==> src/design/brp_pkg.sv <==
// Shared types and constants for the base relocation patcher.
// Used by brp_front, brp_queue, brp_back and base_relocation_patcher_core.
`timescale 1ns / 1ps
`default_nettype none

package brp_pkg;

  // Result kinds as seen on the output channel.
  localparam logic [1:0] KIND_PATCH = 2'd0;
  localparam logic [1:0] KIND_END   = 2'd1;
  localparam logic [1:0] KIND_BAD   = 2'd2;

  // Relocation entry types that produce a patch.
  localparam logic [3:0] TYPE_HIGH    = 4'd1;
  localparam logic [3:0] TYPE_LOW     = 4'd2;
  localparam logic [3:0] TYPE_HIGHLOW = 4'd3;
  localparam logic [3:0] TYPE_DIR64   = 4'd10;

  // Configuration register indexes.
  localparam int unsigned CFG_IDX_W = 2;
  localparam logic [CFG_IDX_W-1:0] CFG_LOAD_ADDRESS   = 2'd0;
  localparam logic [CFG_IDX_W-1:0] CFG_PREFERRED_BASE = 2'd1;

  // Field widths.
  localparam int unsigned HW_W     = 16;
  localparam int unsigned ADDR_W   = 32;
  localparam int unsigned OFFSET_W = 12;
  localparam int unsigned LEFT_W   = 31;

  // Command queue between the parser and the executor.
  localparam int unsigned Q_DEPTH = 4;
  localparam int unsigned Q_PTR_W = 2;
  localparam int unsigned Q_CNT_W = 3;

  // How the addend is formed for a patch command.
  typedef enum logic [1:0] {
    CLS_HIGH,
    CLS_LOW,
    CLS_WIDE
  } brp_cls_t;

  // One request from the parser to the executor.
  typedef struct packed {
    logic [1:0]          kind;
    brp_cls_t            cls;
    logic [OFFSET_W-1:0] offset;
    logic [ADDR_W-1:0]   page;
  } brp_cmd_t;

  // Queue status toward the producer and consumer.
  typedef struct packed {
    logic full;
    logic empty;
  } brp_qstat_t;

endpackage

`default_nettype wire

==> src/design/base_relocation_patcher_core.sv <==
// Top level of the base relocation patcher: configuration registers,
// parser front, command queue and executor. Depends on brp_pkg and submodules.
//
//   Port group | Direction | Handshake          | Carries
//   in_*       | input     | in_valid/in_stall  | one 16-bit table halfword
//   out_*      | output    | out_valid/out_stall| patch command or table end
//   cfg_*      | input     | cfg_valid/cfg_ready| register index and write data
//
// One halfword is taken per cycle while in_stall is low; in_stall rises only
// while the 4-entry command queue is full, which happens when out_stall holds
// the output back. The parser writes a request into the queue at the edge
// that takes its halfword; the executor then moves it to the output register.
// rst_n is synchronous and active low; after it the parser expects a page
// half and both registers read zero. cfg_ready is always high.
`timescale 1ns / 1ps
`default_nettype none

module base_relocation_patcher_core (
  input  wire logic                           clk,
  input  wire logic                           rst_n,
  input  wire logic                           in_valid,
  output logic                                in_stall,
  input  wire logic [brp_pkg::HW_W-1:0]       in_halfword,
  output logic                                out_valid,
  input  wire logic                           out_stall,
  output logic [brp_pkg::ADDR_W-1:0]          out_patch_address,
  output logic [brp_pkg::ADDR_W-1:0]          out_addend,
  output logic                                out_patch_width,
  output logic [1:0]                          out_kind,
  input  wire logic                           cfg_valid,
  output logic                                cfg_ready,
  input  wire logic [brp_pkg::CFG_IDX_W-1:0]  cfg_index,
  input  wire logic [brp_pkg::ADDR_W-1:0]     cfg_data
);

  logic [brp_pkg::ADDR_W-1:0] load_address_r;
  logic [brp_pkg::ADDR_W-1:0] preferred_base_r;
  logic                       in_accept;
  logic                       push;
  logic                       pop;
  brp_pkg::brp_cmd_t          push_cmd;
  brp_pkg::brp_cmd_t          head_cmd;
  brp_pkg::brp_qstat_t        qstat;

  assign cfg_ready = 1'b1;
  assign in_stall  = qstat.full;
  assign in_accept = in_valid && !in_stall;

  // Configuration registers; unknown indexes are dropped.
  always_ff @(posedge clk) begin
    if (!rst_n) begin
      load_address_r   <= '0;
      preferred_base_r <= '0;
    end else if (cfg_valid && cfg_ready) begin
      case (cfg_index)
        brp_pkg::CFG_LOAD_ADDRESS: begin
          load_address_r <= cfg_data;
        end
        brp_pkg::CFG_PREFERRED_BASE: begin
          preferred_base_r <= cfg_data;
        end
        default: begin
          load_address_r <= load_address_r;
        end
      endcase
    end
  end

  // Parser.
  brp_front u_front (
    .clk      (clk),
    .rst_n    (rst_n),
    .accept   (in_accept),
    .halfword (in_halfword),
    .push     (push),
    .push_cmd (push_cmd)
  );

  // Command queue.
  brp_queue u_queue (
    .clk      (clk),
    .rst_n    (rst_n),
    .push     (push),
    .push_cmd (push_cmd),
    .pop      (pop),
    .head_cmd (head_cmd),
    .stat     (qstat)
  );

  // Executor and output register.
  brp_back u_back (
    .clk               (clk),
    .rst_n             (rst_n),
    .head_cmd          (head_cmd),
    .qstat             (qstat),
    .pop               (pop),
    .load_address      (load_address_r),
    .preferred_base    (preferred_base_r),
    .out_valid         (out_valid),
    .out_stall         (out_stall),
    .out_patch_address (out_patch_address),
    .out_addend        (out_addend),
    .out_patch_width   (out_patch_width),
    .out_kind          (out_kind)
  );

endmodule

`default_nettype wire

==> src/design/brp_queue.sv <==
// Small FIFO of parser commands between the front and the back of the patcher.
// Depends on brp_pkg for the command type and depth.
`timescale 1ns / 1ps
`default_nettype none

module brp_queue (
  input  wire logic                   clk,
  input  wire logic                   rst_n,
  input  wire logic                   push,
  input  wire brp_pkg::brp_cmd_t      push_cmd,
  input  wire logic                   pop,
  output brp_pkg::brp_cmd_t           head_cmd,
  output brp_pkg::brp_qstat_t         stat
);

  brp_pkg::brp_cmd_t                 slots_r [brp_pkg::Q_DEPTH];
  logic [brp_pkg::Q_PTR_W-1:0]       wr_ptr_r;
  logic [brp_pkg::Q_PTR_W-1:0]       rd_ptr_r;
  logic [brp_pkg::Q_CNT_W-1:0]       count_r;
  logic [brp_pkg::Q_CNT_W-1:0]       count_nxt;

  // Status and head of the queue.
  assign stat.full  = (count_r == brp_pkg::Q_CNT_W'(brp_pkg::Q_DEPTH));
  assign stat.empty = (count_r == '0);
  assign head_cmd   = slots_r[rd_ptr_r];

  // Occupancy follows pushes and pops.
  always_comb begin
    count_nxt = count_r;
    if (push && !pop) begin
      count_nxt = count_r + 1'b1;
    end else if (pop && !push) begin
      count_nxt = count_r - 1'b1;
    end
  end

  // Pointers and occupancy.
  always_ff @(posedge clk) begin
    if (!rst_n) begin
      wr_ptr_r <= '0;
      rd_ptr_r <= '0;
      count_r  <= '0;
    end else begin
      if (push) begin
        wr_ptr_r <= wr_ptr_r + 1'b1;
      end
      if (pop) begin
        rd_ptr_r <= rd_ptr_r + 1'b1;
      end
      count_r <= count_nxt;
    end
  end

  // Storage.
  always_ff @(posedge clk) begin
    if (push) begin
      slots_r[wr_ptr_r] <= push_cmd;
    end
  end

  // The occupancy never goes past the depth.
  a_count_bound: assert property (@(posedge clk) disable iff (!rst_n)
    count_r <= brp_pkg::Q_CNT_W'(brp_pkg::Q_DEPTH))
    else $error("queue occupancy beyond depth");

  // A pop is only issued when something is stored.
  a_no_underflow: assert property (@(posedge clk) disable iff (!rst_n)
    pop |-> !stat.empty)
    else $error("queue popped while empty");

endmodule

`default_nettype wire

==> src/design/brp_front.sv <==
// Parser: walks block headers and entries and classifies each halfword.
// Depends on brp_pkg; pushes commands into brp_queue.
`timescale 1ns / 1ps
`default_nettype none

module brp_front (
  input  wire logic                       clk,
  input  wire logic                       rst_n,
  input  wire logic                       accept,
  input  wire logic [brp_pkg::HW_W-1:0]   halfword,
  output logic                            push,
  output brp_pkg::brp_cmd_t               push_cmd
);

  typedef enum logic [2:0] {
    PH_PAGE_LO,
    PH_PAGE_HI,
    PH_SIZE_LO,
    PH_SIZE_HI,
    PH_ENTRY
  } phase_t;

  phase_t                         phase_r, phase_nxt;
  logic [brp_pkg::ADDR_W-1:0]     page_r, page_nxt;
  logic [brp_pkg::HW_W-1:0]       size_lo_r, size_lo_nxt;
  logic [brp_pkg::LEFT_W-1:0]     left_r, left_nxt;
  logic                           done_r, done_nxt;
  logic [brp_pkg::ADDR_W-1:0]     size;
  logic [brp_pkg::LEFT_W-1:0]     left_dec;
  logic [3:0]                     entry_type;

  assign size       = {halfword, size_lo_r};
  assign left_dec   = left_r - 1'b1;
  assign entry_type = halfword[15:12];

  // Next state and the request for the back end.
  always_comb begin
    phase_nxt       = phase_r;
    page_nxt        = page_r;
    size_lo_nxt     = size_lo_r;
    left_nxt        = left_r;
    done_nxt        = done_r;
    push            = 1'b0;
    push_cmd.kind   = brp_pkg::KIND_PATCH;
    push_cmd.cls    = brp_pkg::CLS_WIDE;
    push_cmd.offset = halfword[brp_pkg::OFFSET_W-1:0];
    push_cmd.page   = page_r;
    if (accept && !done_r) begin
      case (phase_r)
        PH_PAGE_LO: begin
          page_nxt  = {16'h0000, halfword};
          phase_nxt = PH_PAGE_HI;
        end
        PH_PAGE_HI: begin
          page_nxt  = {halfword, page_r[15:0]};
          phase_nxt = PH_SIZE_LO;
        end
        PH_SIZE_LO: begin
          size_lo_nxt = halfword;
          phase_nxt   = PH_SIZE_HI;
        end
        PH_SIZE_HI: begin
          if (size == '0) begin
            done_nxt      = 1'b1;
            push          = 1'b1;
            push_cmd.kind = brp_pkg::KIND_END;
          end else if (size[31:3] == '0 || size[0]) begin
            done_nxt      = 1'b1;
            push          = 1'b1;
            push_cmd.kind = brp_pkg::KIND_BAD;
          end else begin
            // Entries are (size - 8) / 2 halfwords.
            left_nxt  = size[31:1] - 31'd4;
            phase_nxt = (size[31:1] == 31'd4) ? PH_PAGE_LO : PH_ENTRY;
          end
        end
        PH_ENTRY: begin
          left_nxt = left_dec;
          if (left_dec == '0) begin
            phase_nxt = PH_PAGE_LO;
          end
          case (entry_type)
            brp_pkg::TYPE_HIGH: begin
              push         = 1'b1;
              push_cmd.cls = brp_pkg::CLS_HIGH;
            end
            brp_pkg::TYPE_LOW: begin
              push         = 1'b1;
              push_cmd.cls = brp_pkg::CLS_LOW;
            end
            brp_pkg::TYPE_HIGHLOW, brp_pkg::TYPE_DIR64: begin
              push         = 1'b1;
              push_cmd.cls = brp_pkg::CLS_WIDE;
            end
            default: begin
              push = 1'b0;
            end
          endcase
        end
        default: begin
          phase_nxt = PH_PAGE_LO;
        end
      endcase
    end
  end

  // Parser state.
  always_ff @(posedge clk) begin
    if (!rst_n) begin
      phase_r   <= PH_PAGE_LO;
      page_r    <= '0;
      size_lo_r <= '0;
      left_r    <= '0;
      done_r    <= 1'b0;
    end else begin
      phase_r   <= phase_nxt;
      page_r    <= page_nxt;
      size_lo_r <= size_lo_nxt;
      left_r    <= left_nxt;
      done_r    <= done_nxt;
    end
  end

  // Once the table has ended, no further request leaves the parser.
  a_quiet_after_end: assert property (@(posedge clk) disable iff (!rst_n)
    done_r |-> !push)
    else $error("request issued after end of table");

endmodule

`default_nettype wire

==> src/design/brp_back.sv <==
// Executor: turns queued commands into patch results in an output register.
// Depends on brp_pkg; reads commands from brp_queue.
`timescale 1ns / 1ps
`default_nettype none

module brp_back (
  input  wire logic                        clk,
  input  wire logic                        rst_n,
  input  wire brp_pkg::brp_cmd_t           head_cmd,
  input  wire brp_pkg::brp_qstat_t         qstat,
  output logic                             pop,
  input  wire logic [brp_pkg::ADDR_W-1:0]  load_address,
  input  wire logic [brp_pkg::ADDR_W-1:0]  preferred_base,
  output logic                             out_valid,
  input  wire logic                        out_stall,
  output logic [brp_pkg::ADDR_W-1:0]       out_patch_address,
  output logic [brp_pkg::ADDR_W-1:0]       out_addend,
  output logic                             out_patch_width,
  output logic [1:0]                       out_kind
);

  logic                        valid_r;
  logic [brp_pkg::ADDR_W-1:0]  addr_r, addr_nxt;
  logic [brp_pkg::ADDR_W-1:0]  addend_r, addend_nxt;
  logic                        width_r, width_nxt;
  logic [1:0]                  kind_r;
  logic [brp_pkg::ADDR_W-1:0]  delta;

  // Take the next request when the output register is free or draining.
  assign pop   = !qstat.empty && (!valid_r || !out_stall);
  assign delta = load_address - preferred_base;

  // Patch address, addend and width for the head request.
  always_comb begin
    addr_nxt   = '0;
    addend_nxt = '0;
    width_nxt  = 1'b0;
    if (head_cmd.kind == brp_pkg::KIND_PATCH) begin
      addr_nxt = load_address + head_cmd.page
               + {{(brp_pkg::ADDR_W - brp_pkg::OFFSET_W){1'b0}}, head_cmd.offset};
      case (head_cmd.cls)
        brp_pkg::CLS_HIGH: begin
          addend_nxt = {16'h0000, delta[31:16]};
        end
        brp_pkg::CLS_LOW: begin
          addend_nxt = {16'h0000, delta[15:0]};
        end
        brp_pkg::CLS_WIDE: begin
          addend_nxt = delta;
          width_nxt  = 1'b1;
        end
        default: begin
          addend_nxt = '0;
        end
      endcase
    end
  end

  // Output register.
  always_ff @(posedge clk) begin
    if (!rst_n) begin
      valid_r <= 1'b0;
    end else if (pop) begin
      valid_r <= 1'b1;
    end else if (!out_stall) begin
      valid_r <= 1'b0;
    end
  end

  always_ff @(posedge clk) begin
    if (pop) begin
      addr_r   <= addr_nxt;
      addend_r <= addend_nxt;
      width_r  <= width_nxt;
      kind_r   <= head_cmd.kind;
    end
  end

  assign out_valid         = valid_r;
  assign out_patch_address = addr_r;
  assign out_addend        = addend_r;
  assign out_patch_width   = width_r;
  assign out_kind          = kind_r;

  // End results carry zero fields.
  a_end_zero: assert property (@(posedge clk) disable iff (!rst_n)
    (valid_r && kind_r != brp_pkg::KIND_PATCH)
      |-> (addr_r == '0 && addend_r == '0 && !width_r))
    else $error("end result with nonzero fields");

endmodule

`default_nettype wire

==> config.mk <==
export PLATFORM = sky130hd
export DESIGN_NAME = base_relocation_patcher_core
export DESIGN_NICKNAME = d
export VERILOG_FILES = /design/src/design/brp_pkg.sv /design/src/design/base_relocation_patcher_core.sv /design/src/design/brp_queue.sv /design/src/design/brp_front.sv /design/src/design/brp_back.sv
export SDC_FILE = /design/constraint.sdc
export NUM_CORES = 1
export LEC_CHECK = 0
export BUFFER_PORTS_ARGS = -buffer_cell sky130_fd_sc_hd__buf_2
export CAP_MARGIN = 20
export CORE_AREA = 3 3 231 278
export CTS_CLUSTER_SIZE = 40
export DETAILED_ROUTE_END_ITERATION = 10
export DIE_AREA = 0 0 234 281
export HOLD_SLACK_MARGIN = 0.12
export PLACE_DENSITY = 0.52
export SETUP_SLACK_MARGIN = 0.05
export SLEW_MARGIN = 20
export SYNTH_ARGS = -nofsm -noshare
export SYNTH_HDL_FRONTEND = slang
export SYNTH_HIERARCHICAL = 1
export SYNTH_SLANG_ARGS = --single-unit
==> constraint.sdc <==
create_clock -name clk -period 4.76 [get_ports clk]
set_input_delay 0.238 -clock clk [delete_from_list [all_inputs] [get_ports clk]]
set_output_delay 0.238 -clock clk [all_outputs]
set_load 0.03 [all_outputs]
==> impl_results.md, run 1 <==
- Peak VDD IR: 0.640 mV
- Tcrit/Tclk final: 91.3%
- H-tree depth: 2
- Largest net degree at the start of global routing: 76
- Max-Slew Margin vs Limit: a little under a third
- Via-to-Cell Ratio: about 5.3
- Worst EP required: 5.06 ns
- Initial Util: 34.8%
- RSZ-0062 raised after global routing: no
- GPL Wtd Cong: 0.912
- Startpoint Class: flop
- Drt initial violations: about 960
- Cell variety after synth: between 90 and 100
- Hold Buf Count CTS: 46
- Post-CTS Resized: 0
- Clock Pin Slew Worst Setup and Hold Paths: ~0.060 ns
- Cts bufs inserted: 46
- Worst skew pair latency: 0.57 ns
- Initial antenna violation count: 0
- CTS root buf: clkbuf_16
- Arr. time, crit path: approximately 4.6 ns
- First-pass GRT wire length: ~90000 um
- WHS: between 0.15 and 0.2 ns
- Drt total wl: 58800 um
- Fin Clk Skew: 0.0149 ns
- LEAKAGE: between 9 and 10 nW
- Ys async rst share: 0%
- Row cnt: 100
- Vias in the first global route: ~16000
- Drt drc: 0
- Worst hold start: in_halfword[1]
- Worst hold path stage count: 2
- Mapped Cells: about 1900
- Gr ovfl total: 0
- Mapped Area: 21500 sq um
- CTS max path bufs: 3
- Die X: 234 um
- Die Area: 65800 sq um
- Syn avg cell area: between 10 and 15 sq um
- Post-layout min period: roughly 4.3 ns
- Register area share after synthesis: around half
- Total track usage: about 18%
- CP Class: reg2reg
- Post-DP HPWL: around 42000 um
- First-pass DRT Iterations: 5
- Post-Syn Nets: 2102
- Final nets: about 2200
- Final Max Tran Viols: 0
- CP Capture Type: flop
- CTS tree: yes
- Clock sink total: roughly 420
- Post-synth EDFFs: 259
- Endpoints failing setup: 0
- Worst Hold Path EP: u_queue/slots_r[0][33]$_DFFE_PP_
- Reg-to-reg endpoint: u_back/out_patch_address[28]$_SDFFCE_PP0P_
- Layout overhead on the synthesized area: 15.8%
- Final Hold Viols: 0
- Average wire per standard cell: about 20 um
- Seq cells post-synth: around 420
- Core area: 61900 sq um
- Pwr/cell area: 549 nW/um^2
- Max Fclk: 0.230 GHz
- I/O Buffers: about 120
- Synth warn: 6
- # IOs: 125
- R2R depth: 11
- Worst Tran Pin Value: slightly above 1 ns
- Worst hold-check path type: in2reg
- Die Span Y: 281 um
- Layout cells sized above 1: 15.6%
- Antenna diode count: 0
- Crit-path max FO: 15
- Maxcap violations: 0
- ANT nets after route: 0
- Via count: around 16000
- Post-CTS setup buffer count: 0
- Synth Flop Type: edfxtp_1
- Setup TNS: 0 ns
- R2r setup slk: a little over 0.4 ns
- Outcome: completed
per-stage QoR:
step | instances | setup slack, ns | power, W | cell area [sq um] | utilization, %
finish | 2929 | 0.415 | 0.0137 | 24900 | 40.3
floorplan | 1942 | 0.723 | 0.00849 | 21500 | -
global placement | 2798 | 0.510 | 0.00999 | 22900 | 36.9
CTS | 2929 | 0.401 | 0.0139 | 24900 | 40.3
global route | 2929 | 0.224 | 0.0145 | 24900 | 40.3
detailed placement | 2798 | 0.420 | 0.0100 | 22900 | 36.9
cell type report:
class                      count  area (sq um)
clock buffer                  64          1350
timing repair buffer         204          1390
tap                          816          1020
clock inverter                21           258
multi-input combinational   1340          9730
fill                        5963         37000
inverter                      68           256
sequential                   416         10900
worst max path at each step:
stage | start | slack, ns | depth (start not counted) | end
floorplan | u_front/size_lo_r[3]$_SDFFE_PN0P_ | 0.72 | 10 | u_queue/slots_r[0][0]$_DFFE_PP_
CTS | flop | 0.40 | 11 | u_back/out_patch_address[28]$_SDFFCE_PP0P_
finish | flop | 0.42 | 11 | u_back/out_patch_address[28]$_SDFFCE_PP0P_
detailed placement | flop | 0.42 | 11 | u_back/out_patch_address[28]$_SDFFCE_PP0P_
global route | flop | 0.22 | 12 | u_back/out_patch_address[27]$_SDFFCE_PP0P_
global placement | flop | 0.51 | 15 | u_back/out_patch_address[31]$_SDFFCE_PP0P_
flip-flops by register name, summed over array words and instances, names as in the netlist, named ones only:
| register | cells |
|---|---|
| u_queue/rd_ptr_r | 2 |
| u_back/out_kind | 2 |
| u_back/out_patch_width | 1 |
| u_front/size_lo_r | 16 |
| preferred_base_r | 32 |
| u_front/done_r | 1 |
| u_back/out_patch_address | 32 |
| u_front/left_r | 31 |
| u_queue/wr_ptr_r | 2 |
| u_back/out_valid | 1 |
| u_front/phase_r | 3 |
| load_address_r | 32 |
| u_back/out_addend | 32 |
| u_front/page_r | 32 |
| u_queue/slots_r | 192 |
| u_queue/count_r | 3 |
layer usage:
layer  vias up  wire (um)  GRT usage (%)  part of all wire, %
li1       7495          -              -                    -
met1      7548      24400           21.7                   42
met2       363      29900           31.7                   51
met3        96       2430           2.54                  4.1
met4         0       2060           6.22                  3.5
met5         -          0              0                    0
placed cells by master (no fill, tap or decap), types with 13 or more instances in the layout:
| cell | count |
|---|---|
| nor4_1 | 21 |
| a21o_1 | 24 |
| edfxtp_1 | 259 |
| and3_1 | 16 |
| ha_1 | 90 |
| o21ai_0 | 60 |
| or3_1 | 20 |
| inv_1 | 67 |
| nand3_1 | 38 |
| nand2_1 | 231 |
| a21oi_1 | 132 |
| or4_1 | 15 |
| mux4_2 | 48 |
| o21a_1 | 18 |
| buf_2 | 122 |
| clkbuf_16 | 49 |
| nor3_1 | 60 |
| buf_4 | 32 |
| nor2_1 | 122 |
| nand4_1 | 15 |
| xor2_1 | 35 |
| xnor2_1 | 29 |
| dlygate4sd3_1 | 46 |
| fa_1 | 15 |
| dfxtp_1 | 155 |
| o211ai_1 | 24 |
| mux2i_1 | 90 |
| and2_1 | 13 |
power breakdown:
part           switching (W)  internal (W)
clock network        0.00147       0.00227
registers           0.000319       0.00446
logic                0.00336       0.00182
total                0.00515       0.00854
synthesized netlist by cell type, types with 6 or more instances:
cell / count / area (sq um)
a31oi_1: 10 / 62.6
nand4_1: 15 / 93.8
and2_1: 17 / 106
nor3_1: 61 / 305
nor4b_1: 8 / 70.1
nand2b_1: 12 / 75.1
buf_4: 17 / 128
a21o_1: 24 / 180
or3_1: 20 / 125
o21bai_1: 6 / 45.0
buf_2: 12 / 60.1
xnor2_1: 29 / 254
nand3_1: 38 / 190
o41ai_1: 6 / 52.6
buf_8: 6 / 90.1
nor2b_1: 11 / 68.8
and3_1: 16 / 100
a21boi_0: 10 / 75.1
fa_1: 15 / 300
o22ai_1: 7 / 43.8
o21ai_0: 60 / 300
nor4_1: 22 / 138
dfxtp_1: 157 / 3140
o31ai_1: 12 / 90.1
o32ai_1: 9 / 78.8
o21a_1: 18 / 135
a211oi_1: 12 / 90.1
inv_1: 68 / 255
mux2i_1: 90 / 901
o211ai_1: 24 / 180
or4_1: 15 / 113
edfxtp_1: 259 / 7780
ha_1: 90 / 1130
nand2_1: 231 / 867
or2_2: 7 / 43.8
nor2_1: 122 / 458
xor2_1: 35 / 307
buf_6: 10 / 113
o21ai_1: 11 / 55.1
nor3b_1: 11 / 82.6
mux4_2: 48 / 1080
clkbuf_1: 73 / 274
a21oi_1: 133 / 666
worst max-delay path, cell delays in order, from the launching register on:
cell,delay (ns)
dfxtp_4,0.53
mux4_2,0.58
fa_1,0.51
ha_1,0.39
o21ai_0,0.15
o31ai_2,0.29
a21oi_1,0.17
o21ai_1,0.31
a41oi_1,0.34
a31oi_1,0.41
mux2i_1,0.24
o311ai_0,0.14
cells by family (layout without fill, tap and decap cells):
kind of cell,after synthesis,after routing,share of synthesized area (%)
AOI/OAI and AO/OA,404,404,12.4
xor gates and xnor gates,64,64,2.60
adders and majority gates,105,105,6.63
buffers and inverters,186,357,4.27
DFF,416,416,50.7
muxes,138,138,9.21
other,1,1,0.0174
and+or+nand+nor,628,628,14.1
Note: power is estimated with default switching activity, not from simulation.
==> inputs of run 2 (changes only) <==
- CORE_AREA: 3 3 231 278 -> 10 10 238 285
- DIE_AREA: 0 0 234 281 -> 0 0 248 295
==> impl_results.md, run 2 (synthesized netlist as in run 1, its figures left out) <==
- Largest net degree at the start of global routing: between 70 and 80
- CP cell instances: buf_12 > mux4_2 > inv_1 > fa_1 > inv_1 > ha_1 > fa_1 > a211oi_1 > o21ai_0 > nand2_1 > o22a_1 > a211oi_1 > o31ai_1 > a2111o_1 > o21ai_1
- Maxcap violations: 0
- Setup TNS: 0 ns
- Layout fillers: between 6000 and 7000
- Gr ovfl total: 0
- Critical path's largest stage delay: 0.53 ns
- Pwr/cell area: between 500 and 600 nW/um^2
- Total track usage: between 10% and 20%
- Crit-path max FO: 28
- Die Span Y: about 300 um
- First-pass DRT Iterations: 7
- Most flops, register: u_queue/slots_r
- Worst Tran Pin Value: between 1 and 1.5 ns
- Worst hold start: in_halfword[7]
- RSZ-0062 raised after global routing: no
- Fin Clk Skew: 0.0271 ns
- CP Class: reg2reg
- Worst EP required: just over 5 ns
- First-pass GRT wire length: 93300 um
- Crit path buf inv count: 3
- Endpoints failing setup: 0
- Layout cells sized above 1: between 15 and 20%
- Clock Pin Slew Worst Setup and Hold Paths: 0.06 ns
- ANT nets after route: 0
- Final nets: 2238
- Die X: 248 um
- Vias in the first global route: roughly 16000
- Peak VDD IR: roughly 0.5 mV
- Layout overhead on the synthesized area: 15.7%
- Row cnt: 100
- Core area: about 62000 sq um
- I/O Buffers: 123
- Drt total wl: about 60000 um
- Tcrit/Tclk final: 89.9%
- Worst path top cell family by delay: compound AO/OA/AOI/OAI gates
- CTS max path bufs: 3
- Most common cell after layout, fill and taps aside: edfxtp_1
- Max-Slew Margin vs Limit: a little under a third
- Total power: roughly 0.014 W
- Non-filler instance count after layout: roughly 2900
- GPL Wtd Cong: between 0.9 and 1
- # IOs: ~130
- Reg area: approximately 11000 sq um
- H-tree depth: 2
- CP Capture Type: flop
- Post-DP HPWL: approximately 43000 um
- LEAKAGE: about 9.6 nW
- Clock sink total: roughly 420
- Slowest cell on the critical path: mux4_2
- Max reg flops: around 190
- Max Fclk: ~0.23 GHz
- Most frequent cells in the layout: edfxtp_1, nand2_1, dfxtp_1, a21oi_1
- Worst skew pair latency: approximately 0.58 ns
- Post-layout min period: between 4 and 5 ns
- Worst hold-check path type: in2reg
- Area of the multi-input gates: 9730 sq um
- Final core occ: 40.2%
- Via count: 15600
- Post-CTS Resized: 0
- Drt initial violations: between 800 and 900
- Outcome: completed
- Pre-CTS setup slack: roughly 0.44 ns
- Average wire per standard cell: about 21 um
- Placed Cells: roughly 2800
- Initial antenna violation count: 1
- Startpoint Class: flop
- CTS root buf: clkbuf_16
- Final Max Tran Viols: 0
- Final Hold Viols: 0
- Drt drc: 0
- Via-to-Cell Ratio: 5.33
- Die Area: roughly 73000 sq um
- Arr. time, crit path: between 4 and 5 ns
- Cts bufs inserted: between 40 and 50
- Worst setup margin: 0.479 ns
- CTS tree: yes
- Initial Util: about a third
run 2: changes by cell type in the layout (fill, tap and decap cells not counted), sizes merged:
cell | previous run | this run
buf | 158 | 161
bufinv | 5 | 7
clkbuf | 64 | 51
clkinv | 9 | 20
clkinvlp | 3 | 4
diode | 0 | 1
inv | 72 | 67
run 2: path summary, 6_finish.rpt:
kind | end | slack, ns | cells past startpoint
min | u_queue/slots_r[2][39]$_DFFE_PP_ | 0.15 | 2
max | u_back/out_patch_address[27]$_SDFFCE_PP0P_ | 0.48 | 15
max reg2reg | u_back/out_patch_address[27]$_SDFFCE_PP0P_ | 0.48 | 15
min reg2reg | preferred_base_r[18]$_SDFFE_PN0P_ | 0.46 | 2
run 2: timing repair:
item                                   CTS  global route
setup buffers                            0             0
endpoints found under the hold margin  128             0
hold buffers                            46             0
run 2: layout make-up:
cell class              count  share of cell area (%)
inverters                  68                    1.03
clock buffers              51                    4.65
diodes                      1                  0.0100
multi-input cells        1340                    39.1
clock inverters            30                    1.37
flip-flops and latches    416                    43.9
repair buffers            207                    5.88
well taps                 816                    4.10
run 2: power breakdown:
part / internal [W] / total [W] / switching [W]
registers: 0.00446 / 0.00477 / 0.000309
logic: 0.00184 / 0.00529 / 0.00345
clock network: 0.00213 / 0.00361 / 0.00148
run 2: per-layer routing:
| metal | wire length (um) | up-vias | track usage (%) |
|---|---|---|---|
| met3 | 2980 | 119 | 2.52 |
| met2 | 30500 | 408 | 28.9 |
| met5 | 0 | - | 0 |
| met1 | 25000 | 7632 | 19.7 |
| li1 | - | 7459 | - |
| met4 | 2280 | 0 | 6.31 |
run 2: per-stage QoR:
step / area [sq um] / hold WS, ns
6_report: 24900 / 0.148
5_1_grt: 24900 / 0.148
4_1_cts: 24900 / 0.136
3_5_place_dp: 22900 / 0.453
3_3_place_gp: 22900 / 0.445
2_1_floorplan: 21500 / 0.360
==> inputs of run 3 (changes only) <==
- ABC_AREA: not set -> 1
- CORE_AREA: 10 10 238 285 -> 10 10 246 295
- DIE_AREA: 0 0 248 295 -> 0 0 256 305
==> impl_results.md, run 3 <==
- Layout overhead on the synthesized area: 14.3%
- Commonest cells in the netlist: nand2_1, nor2_1, inv_1
- Sw Pwr: 0.00739 W
- RSZ-0062 raised after global routing: no
- Drt total wl: 73400 um
- Pwr/cell area: between 600 and 700 nW/um^2
- Cell variety after synth: 61
- Total track usage: ~18%
- Pre-CTS setup slack: 1.01 ns
- Post-synthesis xor/xnor area fraction: 0.983%
- Synth warn: 6
- Count leader, synth: nand2_1
- Reg power frac: a little under a third
- Simple-gate portion of the synthesized area: between 20% and 30%
- CP cell instances: inv_6 > buf_4 > o21ai_0 > o22ai_1 > ha_1 > ha_1 > nand2_1 > nor2_1 > inv_1 > nor2_1 > nand4_1 > nand3_1 > o21ai_1 > a21oi_1
- Max reg flops: roughly 190
- Most flops, register: u_queue/slots_r
- Crit path buf inv count: 3
- Stages on the worst setup path: 14
- Worst Tran Pin Value: between 1 and 1.5 ns
- Maxcap violations: 0
- CP Capture Type: flop
- Reg area: between 10000 and 15000 sq um
- Initial antenna violation count: 2
- Final nets: around 3200
- Initial Util: around a third
- Post-synth EDFFs: between 200 and 300
- CP Class: reg2reg
- Reg-to-reg endpoint: u_back/out_patch_address[20]$_SDFFCE_PP0P_
- Critical path's largest stage delay: 0.41 ns
- Setup TNS: 0 ns
- Via-to-Cell Ratio: 4.90
- Worst setup margin: 0.978 ns
- Synth Flop Type: edfxtp_1
- Slowest cell on the critical path: ha_1
- Most frequent cells in the layout: nand2_1, nor2_1, inv_1, edfxtp_1, o21ai_0
- ANT nets after route: 0
- Final Max Tran Viols: 0
- Ys async rst share: 0%
- Gr ovfl total: 0
- Layout fillers: approximately 6900
- Peak VDD IR: between 0.3 and 0.4 mV
- Mapped Cells: about 2900
- Core area: between 60000 and 70000 sq um
- CTS tree: yes
- Int Pwr: 0.00896 W
- GPL Wtd Cong: around 0.88
- Seq cells post-synth: between 400 and 500
- Area contributors post-synth: edfxtp_1, dfxtp_1, nand2_1, nor2_1, inv_1
- Most common cell after layout, fill and taps aside: nand2_1
- Layout cells sized above 1: 12.0%
- Cts bufs inserted: 45
- Die X: around 260 um
- Syn avg cell area: a little over 8 sq um
- Largest net degree at the start of global routing: 97
- Comb pwr share: between 40% and 50%
- Post-DP HPWL: ~54000 um
- LEAKAGE: 11.6 nW
- Clock power frac: between 20% and 30%
- Max-Slew Margin vs Limit: 27.2%
- Clock Pin Slew Worst Setup and Hold Paths: roughly 0.07 ns
- Tcrit/Tclk final: just under 80%
- # IOs: between 100 and 150
- Drt drc: 0
- Die Area: 78100 sq um
- Yosys top cell area share: 33.6%
- R2R depth: 14
- Register area share after synthesis: around 47%
- Post-layout min period: 3.78 ns
- Via count: between 15000 and 20000
- Row cnt: between 100 and 150
- Post-CTS setup buffer count: 0
- Mapped Area: between 20000 and 25000 sq um
- Worst skew pair latency: 0.62 ns
- First-pass GRT wire length: 111000 um
- Endpoints failing setup: 0
- Post-Syn Nets: just over 3000
- Die Span Y: approximately 310 um
- Critical Path End: u_back/out_patch_address[20]$_SDFFCE_PP0P_
- Crit-path max FO: between 70 and 80
- Max Fclk: ~0.26 GHz
- Worst hold-check path type: in2reg
- H-tree depth: 2
- Drt initial violations: 1284
- Fin Clk Skew: 0.0483 ns
- First-pass DRT Iterations: 5
- Startpoint Class: flop
- Arr. time, crit path: approximately 4.2 ns
- CTS root buf: clkbuf_16
- Clock sink total: about 420
- CTS max path bufs: 3
- Synth area leader: edfxtp_1
- Compound-gate portion of the synthesized area: around an eighth
- Average wire per standard cell: around 19 um
- Area of the multi-input gates: roughly 10000 sq um
- Largest family of logic cells by synthesized area: simple AND/OR/NAND/NOR gates
- Outcome: completed
- Sw frac: between 40 and 50%
- Worst EP required: approximately 5.2 ns
- Vias in the first global route: around 19000
- Post-synthesis mux area share: less than 1%
- Synth Area in Adders: about 6%
- R2r setup slk: 0.98 ns
- Worst path top cell family by delay: simple AND/OR/NAND/NOR gates
- Final Hold Viols: 0
- I/O Buffers: between 100 and 150
-- run 3: cell count changes in the layout (fill, tap and decap cells not counted), moves of 22 or more --
cell	before	now
nand2_1	231	609
nor2_1	122	435
inv_1	67	334
o21ai_0	60	204
mux2i_1	90	1
nand3_1	38	121
a21oi_1	132	191
mux4_2	48	0
o22ai_1	7	50
nor3_1	60	24
nor2_2	0	31
inv_2	0	26
nand2_2	0	24
xnor2_1	29	7
-- run 3: power groups by stage --
stage / Sequential [W] / Clock (W) / Combinational, W
after CTS: 0.00496 / 0.00379 / 0.00778
final: 0.00495 / 0.00367 / 0.00773
after floorplan: 0.00553 / 0 / 0.00492
after global routing: 0.00501 / 0.00392 / 0.00862
after global placement: 0.00503 / 0 / 0.00767
after detailed placement: 0.00503 / 0 / 0.00770
-- run 3: cell families after synthesis --
family                     Yosys count
and+or+nand+nor                   1320
AOI/OAI and AO/OA                  522
buffers and inverters              469
DFF                                416
adders and majority gates          105
xor gates and xnor gates            26
other                                1
muxes                                1
-- run 3: worst min-delay path by stage --
stage	end	startpoint	slack (ns)	cells past startpoint
6_report	load_address_r[21]$_SDFFE_PN0P_	cfg_valid	0.38	4
5_1_grt	load_address_r[21]$_SDFFE_PN0P_	cfg_valid	0.41	4
4_1_cts	load_address_r[21]$_SDFFE_PN0P_	cfg_valid	0.33	4
3_5_place_dp	u_queue/rd_ptr_r[1]$_SDFFE_PN0P_	u_queue/rd_ptr_r[1]$_SDFFE_PN0P_	0.45	1
3_3_place_gp	u_queue/rd_ptr_r[1]$_SDFFE_PN0P_	u_queue/rd_ptr_r[1]$_SDFFE_PN0P_	0.44	1
2_1_floorplan	u_queue/count_r[2]$_SDFFE_PN0P_	rst_n	0.36	2
-- run 3: final cells by class --
cell class	count	area share, %
well taps	901	4.26
inverters	361	5.14
repair buffers	195	4.89
multi-input cells	1975	38.6
clock buffers	58	4.63
clock inverters	23	1.23
diodes	1	0.00945
flip-flops and latches	416	41.2
-- run 3: through the flow --
step / total power [W] / hold slack (ns) / instance area, sq um / util (%) / instances
5_1_grt: 0.0176 / 0.406 / 26500 / 39.8 / 3930
4_1_cts: 0.0165 / 0.335 / 26500 / 39.7 / 3929
3_5_place_dp: 0.0127 / 0.446 / 24400 / 36.7 / 3798
3_3_place_gp: 0.0127 / 0.444 / 24400 / 36.7 / 3798
2_1_floorplan: 0.0104 / 0.359 / 23200 / - / 2860
6_report: 0.0163 / 0.376 / 26500 / 39.8 / 3930
-- run 3: worst min-delay path, delay by kind of cell --
| kind | cells | cell delay [ns] |
|---|---|---|
| buffers and inverters | 2 | 0.42 |
| AO/OA/AOI/OAI | 1 | 0.22 |
| AND/OR/NAND/NOR | 1 | 0.05 |
-- run 3: metal layers --
metal / vias up / share of wire, % / GRT usage (%)
met5: - / 0.018 / 0
met4: 2 / 3.5 / 6.68
met3: 116 / 3.8 / 2.37
met2: 417 / 50 / 32.8
met1: 9081 / 42 / 21.9
li1: 9653 / - / -
-- run 3: what timing repair did --
| action | CTS | global route |
|---|---|---|
| gates resized for setup | 0 | 0 |
| endpoints found under the hold margin | 162 | 0 |
| hold buffers | 50 | 0 |
